===== config.mk =====
export PLATFORM = sky130hd
export DESIGN_NAME = command_line_tokenizer_top_flat
export DESIGN_NICKNAME = d
export VERILOG_FILES = /design/src/rtl/core/clt_pkg.sv /design/src/rtl/core/clt_if.sv /design/src/rtl/core/clt_value.sv /design/src/rtl/core/command_line_tokenizer_top.sv /design/src/flat_wrapper.sv
export SDC_FILE = /design/constraint.sdc
export NUM_CORES = 1
export LEC_CHECK = 0
export ABC_AREA = 1
export BUFFER_PORTS_ARGS = -buffer_cell sky130_fd_sc_hd__buf_4
export CAP_MARGIN = 0
export CORE_MARGIN = 4
export CORE_UTILIZATION = 58
export CTS_BUF_LIST = sky130_fd_sc_hd__clkbuf_4
export DETAILED_ROUTE_END_ITERATION = 7
export GPL_TIMING_DRIVEN = 0
export PLACE_DENSITY = 0.8
export SYNTH_ARGS = -nofsm -noshare
export SYNTH_HDL_FRONTEND = slang
export SYNTH_SLANG_ARGS = --single-unit

===== constraint.sdc =====
create_clock -name clk -period 5.95 [get_ports clk]
set_input_delay 1.19 -clock clk [delete_from_list [all_inputs] [get_ports clk]]
set_output_delay 1.19 -clock clk [all_outputs]
set_load 0.02 [all_outputs]

===== src/rtl/core/clt_pkg.sv =====
`timescale 1ns / 1ps

package clt_pkg;

  localparam int NAME_MAX_LEN_DEF  = 32;
  localparam int MAX_PARAMS_DEF    = 16;
  localparam int VALUE_MAX_LEN_DEF = 64;

  localparam logic [7:0] CH_DASH  = 8'h2D;
  localparam logic [7:0] CH_USCR  = 8'h5F;
  localparam logic [7:0] CH_EQ    = 8'h3D;
  localparam logic [7:0] CH_X     = 8'h78;
  localparam logic [7:0] CH_0     = 8'h30;
  localparam logic [7:0] CH_9     = 8'h39;
  localparam logic [7:0] CH_SPACE = 8'h20;
  localparam logic [7:0] CH_UA    = 8'h41;
  localparam logic [7:0] CH_UF    = 8'h46;
  localparam logic [7:0] CH_UZ    = 8'h5A;
  localparam logic [7:0] CH_LA    = 8'h61;
  localparam logic [7:0] CH_LF    = 8'h66;
  localparam logic [7:0] CH_LZ    = 8'h7A;

  typedef enum logic [2:0] {
    ROLE_SEP = 3'd0,
    ROLE_CMD = 3'd1,
    ROLE_OPT = 3'd2,
    ROLE_VAL = 3'd3,
    ROLE_IGN = 3'd4
  } role_t;

  typedef enum logic [1:0] {
    STAT_OK    = 2'd0,
    STAT_EMPTY = 2'd1,
    STAT_ERR   = 2'd2
  } status_t;

  typedef struct packed {
    logic add;
    logic first;
  } vcmd_t;

  typedef struct packed {
    logic        ovf;
    logic        is_num;
    logic [31:0] num;
  } vres_t;

  function automatic logic is_alpha(input logic [7:0] c);
    return (c inside {[CH_UA:CH_UZ]}) || (c inside {[CH_LA:CH_LZ]});
  endfunction

  function automatic logic is_dig(input logic [7:0] c);
    return c inside {[CH_0:CH_9]};
  endfunction

  function automatic logic is_word(input logic [7:0] c);
    return is_alpha(c) || is_dig(c) || (c == CH_DASH) || (c == CH_USCR);
  endfunction

  // {valid, nibble}
  function automatic logic [4:0] hex_val(input logic [7:0] c);
    logic [4:0] r;
    r = '0;
    if (is_dig(c)) begin
      r = {1'b1, 4'(c - CH_0)};
    end else if (c inside {[CH_UA:CH_UF]}) begin
      r = {1'b1, 4'(c - CH_UA + 8'd10)};
    end else if (c inside {[CH_LA:CH_LF]}) begin
      r = {1'b1, 4'(c - CH_LA + 8'd10)};
    end
    return r;
  endfunction

endpackage


===== src/rtl/core/clt_if.sv =====
`timescale 1ns / 1ps

interface clt_in_if;
  logic       valid;
  logic       ready;
  logic [7:0] ch;
  logic       has_char;
  logic       last;

  modport source (output valid, ch, has_char, last, input ready);
  modport sink   (input valid, ch, has_char, last, output ready);
endinterface

interface clt_out_if;
  logic        valid;
  logic        ready;
  logic [7:0]  out_char;
  logic [2:0]  char_role;
  logic [3:0]  param_index;
  logic        param_start;
  logic        param_is_option;
  logic        value_done;
  logic        value_is_number;
  logic [31:0] value_num;
  logic        line_done;
  logic [1:0]  line_status;
  logic [4:0]  param_count;

  modport source (
    output valid, out_char, char_role, param_index, param_start, param_is_option,
           value_done, value_is_number, value_num, line_done, line_status, param_count,
    input  ready
  );
  modport sink (
    input  valid, out_char, char_role, param_index, param_start, param_is_option,
           value_done, value_is_number, value_num, line_done, line_status, param_count,
    output ready
  );
endinterface


===== src/rtl/core/clt_value.sv =====
`timescale 1ns / 1ps

module clt_value import clt_pkg::*; #(
  parameter int VALUE_MAX_LEN = VALUE_MAX_LEN_DEF
) (
  input  logic       clk,
  input  logic       rst_n,
  input  vcmd_t      cmd,
  input  logic [7:0] ch,
  output vres_t      res
);

  localparam int LW = $clog2(VALUE_MAX_LEN);

  logic [LW-1:0] len_r, len_nxt, pos;
  logic [31:0]   dec_r, dec_nxt, dec_b;
  logic [31:0]   hex_r, hex_nxt, hex_b;
  logic          dig_r, dig_nxt, dig_b;
  logic          zero_r, zero_nxt, zero_b;
  logic          hexm_r, hexm_nxt, hexm_b;
  logic          stop_r, stop_nxt, stop_b;
  logic [4:0]    hv;

  always_comb begin
    pos     = cmd.first ? '0 : len_r;
    res.ovf = (pos >= LW'(VALUE_MAX_LEN - 1));
    hv      = hex_val(ch);

    if (pos == '0) begin
      dec_b  = '0;
      hex_b  = '0;
      dig_b  = 1'b1;
      zero_b = (ch == CH_0);
      hexm_b = 1'b0;
      stop_b = 1'b0;
    end else begin
      dec_b  = dec_r;
      hex_b  = hex_r;
      dig_b  = dig_r;
      zero_b = zero_r;
      hexm_b = hexm_r;
      stop_b = stop_r;
    end

    dec_nxt  = dec_b;
    hex_nxt  = hex_b;
    dig_nxt  = dig_b;
    zero_nxt = zero_b;
    hexm_nxt = hexm_b;
    stop_nxt = stop_b;

    if (pos == LW'(1) && zero_b && ch == CH_X) begin
      hexm_nxt = 1'b1;
    end else if (hexm_b && pos > LW'(1) && !stop_b) begin
      if (!hv[4]) begin
        stop_nxt = 1'b1;
      end else if (hex_b[31:28] != 4'd0) begin
        hex_nxt = '1;
      end else begin
        hex_nxt = {hex_b[27:0], hv[3:0]};
      end
    end

    if (is_dig(ch)) begin
      dec_nxt = {dec_b[28:0], 3'b000} + {dec_b[30:0], 1'b0} + 32'(ch - CH_0);
    end else begin
      dig_nxt = 1'b0;
    end

    len_nxt = LW'(pos + 1'b1);

    // view of the value after this transfer
    if (cmd.add) begin
      res.is_num = hexm_nxt || dig_nxt;
      res.num    = hexm_nxt ? hex_nxt : (dig_nxt ? dec_nxt : '0);
    end else begin
      res.is_num = hexm_r || dig_r;
      res.num    = hexm_r ? hex_r : (dig_r ? dec_r : '0);
    end
  end

  always_ff @(posedge clk) begin
    if (!rst_n) begin
      len_r  <= '0;
      dec_r  <= '0;
      hex_r  <= '0;
      dig_r  <= 1'b1;
      zero_r <= 1'b0;
      hexm_r <= 1'b0;
      stop_r <= 1'b0;
    end else if (cmd.add) begin
      len_r  <= len_nxt;
      dec_r  <= dec_nxt;
      hex_r  <= hex_nxt;
      dig_r  <= dig_nxt;
      zero_r <= zero_nxt;
      hexm_r <= hexm_nxt;
      stop_r <= stop_nxt;
    end
  end

endmodule


===== src/rtl/core/command_line_tokenizer_top.sv =====
`timescale 1ns / 1ps

// Command line tokenizer.
// in_if carries one character per transfer (ch, has_char, last); last closes
// the line. out_if returns exactly one result per input transfer: the role
// of the character, its parameter index, value completion with the decoded
// number, and on the last transfer the line status and parameter count.
// The result of a transfer is shown on out_if in the next cycle. Throughput
// is one character per cycle; the parser state and the value accumulators
// update in the same cycle the character is taken.
// The output register lets in_if accept a new character while a result is
// being taken; when out_if stalls with a result pending, in_if.ready drops
// until that result is transferred.
// After reset, and after every line end, the parser waits for the first
// character of a command name with no parameters counted.
module command_line_tokenizer_top import clt_pkg::*; #(
  parameter int NAME_MAX_LEN  = NAME_MAX_LEN_DEF,
  parameter int MAX_PARAMS    = MAX_PARAMS_DEF,
  parameter int VALUE_MAX_LEN = VALUE_MAX_LEN_DEF
) (
  input logic     clk,
  input logic     rst_n,
  clt_in_if.sink  in_if,
  clt_out_if.source out_if
);

  localparam int NW = $clog2(NAME_MAX_LEN);
  localparam int PW = $clog2(MAX_PARAMS + 1);

  typedef enum logic [3:0] {
    S_HEAD, S_NAME, S_DETECT, S_VALUE, S_DASH1, S_DASH2, S_OPT, S_GAP, S_WANTVAL, S_ERROR
  } state_t;

  typedef struct packed {
    logic [7:0]  out_char;
    role_t       role;
    logic [3:0]  param_index;
    logic        param_start;
    logic        param_is_option;
    logic        value_done;
    logic        value_is_number;
    logic [31:0] value_num;
    logic        line_done;
    status_t     status;
    logic [4:0]  param_count;
  } result_t;

  state_t        state_r, st_nxt;
  logic [NW-1:0] name_len_r, nl_nxt;
  logic [PW-1:0] pf_r, pf_nxt;
  logic          opt_r, opt_nxt;
  logic          out_valid_r;
  result_t       out_r, res_nxt;

  logic          accept;
  logic          ok, v_add, vdone, start;
  logic          pf_full;
  role_t         role;
  status_t       status;
  logic [7:0]    c;
  vcmd_t         vcmd;
  vres_t         vres;

  assign c           = in_if.ch;
  assign in_if.ready = !out_valid_r || out_if.ready;
  assign accept      = in_if.valid && in_if.ready;
  assign pf_full     = (pf_r >= PW'(MAX_PARAMS));

  assign vcmd.first  = (state_r != S_VALUE);
  assign vcmd.add    = v_add && accept;

  clt_value #(
    .VALUE_MAX_LEN (VALUE_MAX_LEN)
  ) u_value (
    .clk   (clk),
    .rst_n (rst_n),
    .cmd   (vcmd),
    .ch    (c),
    .res   (vres)
  );

  always_comb begin
    st_nxt  = state_r;
    nl_nxt  = name_len_r;
    pf_nxt  = pf_r;
    opt_nxt = opt_r;
    role    = ROLE_SEP;
    start   = 1'b0;
    vdone   = 1'b0;
    ok      = 1'b1;
    v_add   = 1'b0;
    status  = STAT_OK;

    if (in_if.has_char) begin
      case (state_r)
        S_HEAD: begin
          if (is_alpha(c)) begin
            nl_nxt = NW'(1);
            role   = ROLE_CMD;
            st_nxt = S_NAME;
          end else begin
            ok = 1'b0;
          end
        end
        S_NAME, S_OPT: begin
          if (is_word(c)) begin
            if (name_len_r >= NW'(NAME_MAX_LEN - 1)) begin
              ok = 1'b0;
            end else begin
              nl_nxt = NW'(name_len_r + 1'b1);
              role   = (state_r == S_NAME) ? ROLE_CMD : ROLE_OPT;
            end
          end else if (c == CH_SPACE) begin
            st_nxt = (state_r == S_NAME) ? S_DETECT : S_GAP;
          end else if (state_r == S_OPT && c == CH_EQ) begin
            st_nxt = S_WANTVAL;
          end else begin
            ok = 1'b0;
          end
        end
        S_DETECT: begin
          if (c == CH_SPACE) begin
            st_nxt = S_DETECT;
          end else if (c == CH_DASH) begin
            st_nxt = S_DASH1;
          end else if (is_word(c) && !pf_full) begin
            pf_nxt  = PW'(pf_r + 1'b1);
            opt_nxt = 1'b0;
            v_add   = 1'b1;
            role    = ROLE_VAL;
            start   = 1'b1;
            st_nxt  = S_VALUE;
          end else begin
            ok = 1'b0;
          end
        end
        S_VALUE: begin
          if (is_word(c) && !vres.ovf) begin
            v_add = 1'b1;
            role  = ROLE_VAL;
          end else if (c == CH_SPACE) begin
            vdone  = 1'b1;
            st_nxt = S_DETECT;
          end else begin
            ok = 1'b0;
          end
        end
        S_DASH1, S_DASH2: begin
          if (state_r == S_DASH1 && c == CH_DASH) begin
            st_nxt = S_DASH2;
          end else if (is_alpha(c) && !pf_full) begin
            pf_nxt  = PW'(pf_r + 1'b1);
            opt_nxt = 1'b1;
            nl_nxt  = NW'(1);
            role    = ROLE_OPT;
            start   = 1'b1;
            st_nxt  = S_OPT;
          end else begin
            ok = 1'b0;
          end
        end
        S_GAP: begin
          if (c == CH_SPACE) begin
            st_nxt = S_GAP;
          end else if (c == CH_DASH) begin
            st_nxt = S_DASH1;
          end else if (c == CH_EQ) begin
            st_nxt = S_WANTVAL;
          end else if (is_word(c)) begin
            v_add  = 1'b1;
            role   = ROLE_VAL;
            st_nxt = S_VALUE;
          end else begin
            ok = 1'b0;
          end
        end
        S_WANTVAL: begin
          if (c == CH_SPACE) begin
            st_nxt = S_WANTVAL;
          end else if (is_word(c)) begin
            v_add  = 1'b1;
            role   = ROLE_VAL;
            st_nxt = S_VALUE;
          end else begin
            ok = 1'b0;
          end
        end
        default: ok = 1'b0;
      endcase

      if (!ok) begin
        st_nxt = S_ERROR;
        role   = ROLE_IGN;
      end
    end

    if (in_if.last && st_nxt == S_VALUE) begin
      vdone  = 1'b1;
      st_nxt = S_DETECT;
    end

    if (in_if.last) begin
      if (st_nxt == S_ERROR || st_nxt == S_DASH2) begin
        status = STAT_ERR;
      end else if (st_nxt == S_HEAD) begin
        status = STAT_EMPTY;
      end else begin
        status = STAT_OK;
      end
    end

    res_nxt.out_char        = in_if.has_char ? c : 8'd0;
    res_nxt.role            = role;
    res_nxt.param_index     = (pf_nxt != '0) ? 4'(pf_nxt - 1'b1) : 4'd0;
    res_nxt.param_start     = start;
    res_nxt.param_is_option = (pf_nxt != '0) && opt_nxt;
    res_nxt.value_done      = vdone;
    res_nxt.value_is_number = vdone && vres.is_num;
    res_nxt.value_num       = (vdone && vres.is_num) ? vres.num : 32'd0;
    res_nxt.line_done       = in_if.last;
    res_nxt.status          = status;
    res_nxt.param_count     = (in_if.last && status == STAT_OK) ? 5'(pf_nxt) : 5'd0;

    // line end returns to the idle parse state
    if (in_if.last) begin
      st_nxt  = S_HEAD;
      nl_nxt  = '0;
      pf_nxt  = '0;
      opt_nxt = 1'b0;
    end
  end

  always_ff @(posedge clk) begin
    if (!rst_n) begin
      state_r     <= S_HEAD;
      name_len_r  <= '0;
      pf_r        <= '0;
      opt_r       <= 1'b0;
      out_valid_r <= 1'b0;
    end else if (accept) begin
      state_r     <= st_nxt;
      name_len_r  <= nl_nxt;
      pf_r        <= pf_nxt;
      opt_r       <= opt_nxt;
      out_valid_r <= 1'b1;
      out_r       <= res_nxt;
    end else if (out_if.ready) begin
      out_valid_r <= 1'b0;
    end
  end

  assign out_if.valid           = out_valid_r;
  assign out_if.out_char        = out_r.out_char;
  assign out_if.char_role       = out_r.role;
  assign out_if.param_index     = out_r.param_index;
  assign out_if.param_start     = out_r.param_start;
  assign out_if.param_is_option = out_r.param_is_option;
  assign out_if.value_done      = out_r.value_done;
  assign out_if.value_is_number = out_r.value_is_number;
  assign out_if.value_num       = out_r.value_num;
  assign out_if.line_done       = out_r.line_done;
  assign out_if.line_status     = out_r.status;
  assign out_if.param_count     = out_r.param_count;

endmodule


===== src/flat_wrapper.sv =====
// flat-port wrapper written by rule: the top's interface ports become plain ports
module command_line_tokenizer_top_flat import clt_pkg::*;
#(
  parameter int NAME_MAX_LEN  = NAME_MAX_LEN_DEF,
  parameter int MAX_PARAMS    = MAX_PARAMS_DEF,
  parameter int VALUE_MAX_LEN = VALUE_MAX_LEN_DEF
)
  (clk, rst_n, in_if_valid, in_if_ch, in_if_has_char, in_if_last, in_if_ready, out_if_valid, out_if_out_char, out_if_char_role, out_if_param_index, out_if_param_start, out_if_param_is_option, out_if_value_done, out_if_value_is_number, out_if_value_num, out_if_line_done, out_if_line_status, out_if_param_count, out_if_ready);
  clt_in_if in_if_i ();
  clt_out_if out_if_i ();
  input logic clk;
  input logic rst_n;
  input wire logic [$bits(in_if_i.valid)-1:0] in_if_valid;
  input wire logic [$bits(in_if_i.ch)-1:0] in_if_ch;
  input wire logic [$bits(in_if_i.has_char)-1:0] in_if_has_char;
  input wire logic [$bits(in_if_i.last)-1:0] in_if_last;
  output wire logic [$bits(in_if_i.ready)-1:0] in_if_ready;
  output wire logic [$bits(out_if_i.valid)-1:0] out_if_valid;
  output wire logic [$bits(out_if_i.out_char)-1:0] out_if_out_char;
  output wire logic [$bits(out_if_i.char_role)-1:0] out_if_char_role;
  output wire logic [$bits(out_if_i.param_index)-1:0] out_if_param_index;
  output wire logic [$bits(out_if_i.param_start)-1:0] out_if_param_start;
  output wire logic [$bits(out_if_i.param_is_option)-1:0] out_if_param_is_option;
  output wire logic [$bits(out_if_i.value_done)-1:0] out_if_value_done;
  output wire logic [$bits(out_if_i.value_is_number)-1:0] out_if_value_is_number;
  output wire logic [$bits(out_if_i.value_num)-1:0] out_if_value_num;
  output wire logic [$bits(out_if_i.line_done)-1:0] out_if_line_done;
  output wire logic [$bits(out_if_i.line_status)-1:0] out_if_line_status;
  output wire logic [$bits(out_if_i.param_count)-1:0] out_if_param_count;
  input wire logic [$bits(out_if_i.ready)-1:0] out_if_ready;
  assign in_if_i.valid = in_if_valid;
  assign in_if_i.ch = in_if_ch;
  assign in_if_i.has_char = in_if_has_char;
  assign in_if_i.last = in_if_last;
  assign in_if_ready = in_if_i.ready;
  assign out_if_valid = out_if_i.valid;
  assign out_if_out_char = out_if_i.out_char;
  assign out_if_char_role = out_if_i.char_role;
  assign out_if_param_index = out_if_i.param_index;
  assign out_if_param_start = out_if_i.param_start;
  assign out_if_param_is_option = out_if_i.param_is_option;
  assign out_if_value_done = out_if_i.value_done;
  assign out_if_value_is_number = out_if_i.value_is_number;
  assign out_if_value_num = out_if_i.value_num;
  assign out_if_line_done = out_if_i.line_done;
  assign out_if_line_status = out_if_i.line_status;
  assign out_if_param_count = out_if_i.param_count;
  assign out_if_i.ready = out_if_ready;
  command_line_tokenizer_top #(.NAME_MAX_LEN(NAME_MAX_LEN), .MAX_PARAMS(MAX_PARAMS), .VALUE_MAX_LEN(VALUE_MAX_LEN)) u_core (.clk(clk), .rst_n(rst_n), .in_if(in_if_i), .out_if(out_if_i));
endmodule

==> impl_metrics.yaml <==
placed_design:
  dp_slack_ns: -0.06537
  place_area_mm2: 0.01226
  gp_congestion: 1.041
  dp_hpwl_mm: 29.58
  port-buffer-count: 72
critical_path:
  critPathArrivalTime_ns: 6.06
  worstSetupPathType: "reg2reg"
  rr_worst_depth: 23
  critPathMaxFanout: 10
  critPathMaxStageDelay_ns: 0.59
  end_kind: "flip-flop"
  cp-start-kind: "flip-flop"
  slowest_stage: "dfxtp_1"
  crit_required_ns: 6.31
  rr_endpoint: "u_core.out_if.value_num[20]$_SDFFCE_PN0P_"
  timing.reg2reg.setup_slack_ns: 0.25
  path_cells: "inv_1 > nand2_2 > nor2_4 > nand2_2 > nand2_1 > nor2_1 > nand2_1 > buf_2 > inv_2 > buf_2 > buf_2 > nor2_2 > fa_1 > ha_1 > a21oi_1 > o211ai_1 > nand3b_1 > buf_4 > or2_2 > a31oi_1 > nor2_1 > nor3_1 > nor2_1"
  timing.rr.start: "u_core.state_r[3]$_SDFFE_PN0P_"
  startpoint: "u_core.state_r[3]$_SDFFE_PN0P_"
floorplanning:
  die_w_um: 147.8
  io-pin-count: 75
  die_area_mm2: 0.02186
  die_height_um: 147.8
  initial_utilization_pct: 59.83
  rows: 50
  core_mm2: 0.01896
logic_synthesis:
  synth_top_family_by_area: "simple AND/OR/NAND/NOR gates"
  synth.distinct_cells: 55
  synth_xor_area_share_pct: 2.317
  syn_inst: 1623
  synth_edf_count: 59
  yosysSeqAreaShare_pct: 31.51
  ys.flop_type: "dfxtp_1"
  synth_area_mm2: 0.01134
  synthAdderAreaFrac_pct: 10.63
  yosysWarnings: 0
  synth-compound-area-share_pct: 18.80
  post_synth_mux_area_share_pct: 0.1986
  ys_ff_latch: 149
  synth-simple-area-share_pct: 26.40
  synth_nets: 1716
  synth-async-reset-ratio_pct: 0
  avgSynthCellArea_um2: 6.988
route:
  ant_nets: 0
  num_vias: 11960
  routed_via_density: 6.007
  wl_met1_mm: 16.32
  met2_length_mm: 15.97
  highest-signal-layer: "met4"
  drc: 0
  firstDrtPassIters: 8
  routed-wl-met3_mm: 4.728
  first_iter_violations: 1516
  avgRoutedWirePerCell_um: 19.02
  wirelength_mm: 37.87
final_layout:
  syn_to_final_growth_pct: 11.48
  drive_gt1_share_pct: 12.08
  final_nets: 1810
  multiInputGateArea_mm2: 0.006714
  final_core_util_pct: 66.71
  finalInstanceArea_mm2: 0.01264
  num-fill-cells: 1720
  regArea_mm2: 0.003573
global_routing:
  grt_max_degree: 39
  grt_pass1_vias: 10942
  track_usage_pct: 34.02
  grt_overflow: 0
  grt_pass1_wl_mm: 59.04
  antenna_found_initial: 1
timing:
  finalHoldViolations: 0
  max_freq_mhz: 175.4
  drv_slew: 0
  rsz0062_at_grt: "false"
  slew_headroom_pct: 43.67
  finalClockSkew_ns: 0.02872
  worst_slack_ns: 0.2472
  final.period_utilization_pct: 95.85
  worst-slew-pin-transition_ns: 0.8449
  setup_viol: 0
  min_period_ns: 5.703
hold_path:
  whs_path_depth: 2
  hold_path_class: "reg2reg"
  worst_hold_startpoint: "u_core.u_value.dec_r[8]$_SDFFE_PN0P_"
  min_to: "u_core.u_value.dec_r[8]$_SDFFE_PN0P_"
clock_tree:
  cts_buffers: 17
  clk_latency_ns: 0.59
  clk_path_buf_depth: 2
  cts_root_buf: "clkbuf_4"
  cts_tree: "yes"
  clk_pin_slew_worst_paths_ns: 0.17
  cts_htree_levels: 4
  numClockSinks: 149
power:
  peakVddDrop_v: 0.0001498
  p_leak_nw: 5.104
  p_per_area_mw_per_mm2: 160.9
outcome:
  outcome: "completed"
run:
  maxCapViolations: 0
-- sequential cells by signal (all words and copies together), names as in the netlist, 5 cells and up --
register                   flops
u_core.out_if.out_char         8
u_core.name_len_r              5
u_core.u_value.dec_r          32
u_core.out_if.param_count      5
u_core.u_value.len_r           6
u_core.pf_r                    5
u_core.u_value.hex_r          32
u_core.out_if.value_num       32
-- stage by stage --
stage               hold WS, ns  std cells   TNS, ns  total power, mW
CTS                      0.4763       1989         0            2.021
finish                   0.4816       1991         0            2.035
floorplan                0.4426       1623         0            1.291
global route             0.5111       1991         0            2.104
global placement         0.4522       1955    -2.859            1.382
detailed placement       0.4555       1957  -0.06840            1.389
-- routing by layer --
metal	GRT usage (%)	vias to the layer above
met2	49.78	766
met5	0	-
met4	8.822	0
li1	-	5599
met1	50.40	5504
met3	8.492	91
-- cell families after synthesis --
logic type	count (synthesis)
fa+ha+maj	79
xor+xnor	30
simple gates	705
buf+inv	284
mux	2
compound gates	374
flops	149
-- final cells by class --
type / count / share of cell area, %
diodes: 1 / 0.01979
plain buffers: 72 / 2.820
clock buffers: 17 / 1.009
clock inverters: 15 / 1.276
inverters: 212 / 6.293
multi-input cells: 1190 / 53.10
flip-flops and latches: 149 / 28.26
well taps: 260 / 2.573
repair buffers: 75 / 4.651
-- worst max-delay path, delay by kind of cell, from the launching register on --
kind | cells | cell delay [ns]
buf+inv | 6 | 1.41
compound gates | 3 | 0.81
fa+ha+maj | 2 | 0.87
simple gates | 12 | 1.80
flops | 1 | 0.59
-- report_power, final --
part	total (mW)	internal, mW	leakage [nW]	switching, mW
Clock	0.659	0.194	0.155	0.465
Sequential	1.09	1.08	1.29	0.0107
Combinational	0.282	0.0876	3.66	0.195
-- synthesized netlist by cell type, types with 3 or more instances --
library cell    n  share of area (%)
o2111ai_1      10               0.77
a21oi_1       127                5.6
nor2_1        228                7.5
ha_1           50                5.5
o31ai_1         3               0.20
buf_6           5               0.50
a211oi_1       18                1.2
buf_2          26                1.1
nand3_1        66                2.9
o21bai_1        7               0.46
nor2_4          5               0.50
nand4_1        17               0.94
dfxtp_1        90                 16
inv_1         199                6.6
fa_1           29                5.1
o211ai_1        3               0.20
buf_4           4               0.26
o221ai_1        8               0.62
nand3b_1        6               0.40
clkbuf_1       32                1.1
a22oi_1        10               0.66
xor2_1         18                1.4
edfxtp_1       59                 16
a21o_1          3               0.20
o21ai_1         3               0.13
nand2_2         6               0.33
a31oi_1        13               0.72
nor4_1          5               0.28
nand2_1       324                 11
o22ai_1        15               0.83
xnor2_1        12               0.93
buf_1           5               0.17
nor3_1         35                1.5
o21ai_0       143                6.3
inv_2          12               0.40
-- cells in the final DEF (no fill, tap or decap), types with 8 or more instances in the layout --
cell       instances
a21oi_1          124
buf_2             26
o21ai_0          137
nand4_1           17
o22ai_1           15
nand2_1          324
nor2_1           208
edfxtp_1          59
nor2_2            18
o2111ai_1         10
a211oi_1          18
nor2_4             8
buf_4             77
xor2_1            18
nand3_1           66
nor3_1            34
fa_1              29
inv_2             12
xnor2_1           12
ha_1              50
a22oi_1           10
a31oi_1           12
dfxtp_1           90
inv_1            199
clkbuf_4          17
o221ai_1           8
clkbuf_1          31
-- how the worst max path moves through the flow --
stage               cells after the start  slack [ns]                                         to
floorplan                              18        0.57  u_core.out_if.value_num[23]$_SDFFCE_PN0P_
global placement                       17       -0.45  u_core.out_if.value_num[26]$_SDFFCE_PN0P_
detailed placement                     28       -0.07  u_core.out_if.value_num[13]$_SDFFCE_PN0P_
CTS                                    27        0.01  u_core.out_if.value_num[23]$_SDFFCE_PN0P_
global route                           26        0.02  u_core.out_if.value_num[26]$_SDFFCE_PN0P_
finish                                 23        0.25  u_core.out_if.value_num[20]$_SDFFCE_PN0P_
-- repair_timing --
action | CTS | global route
buffers inserted | 0 | 1
gates resized for setup | 2 | 33
setup endpoints to repair | 2 | 23
endpoints found under the hold margin | 0 | 0
hold buffers | 0 | 0
Note: power is estimated with default switching activity, not from simulation.
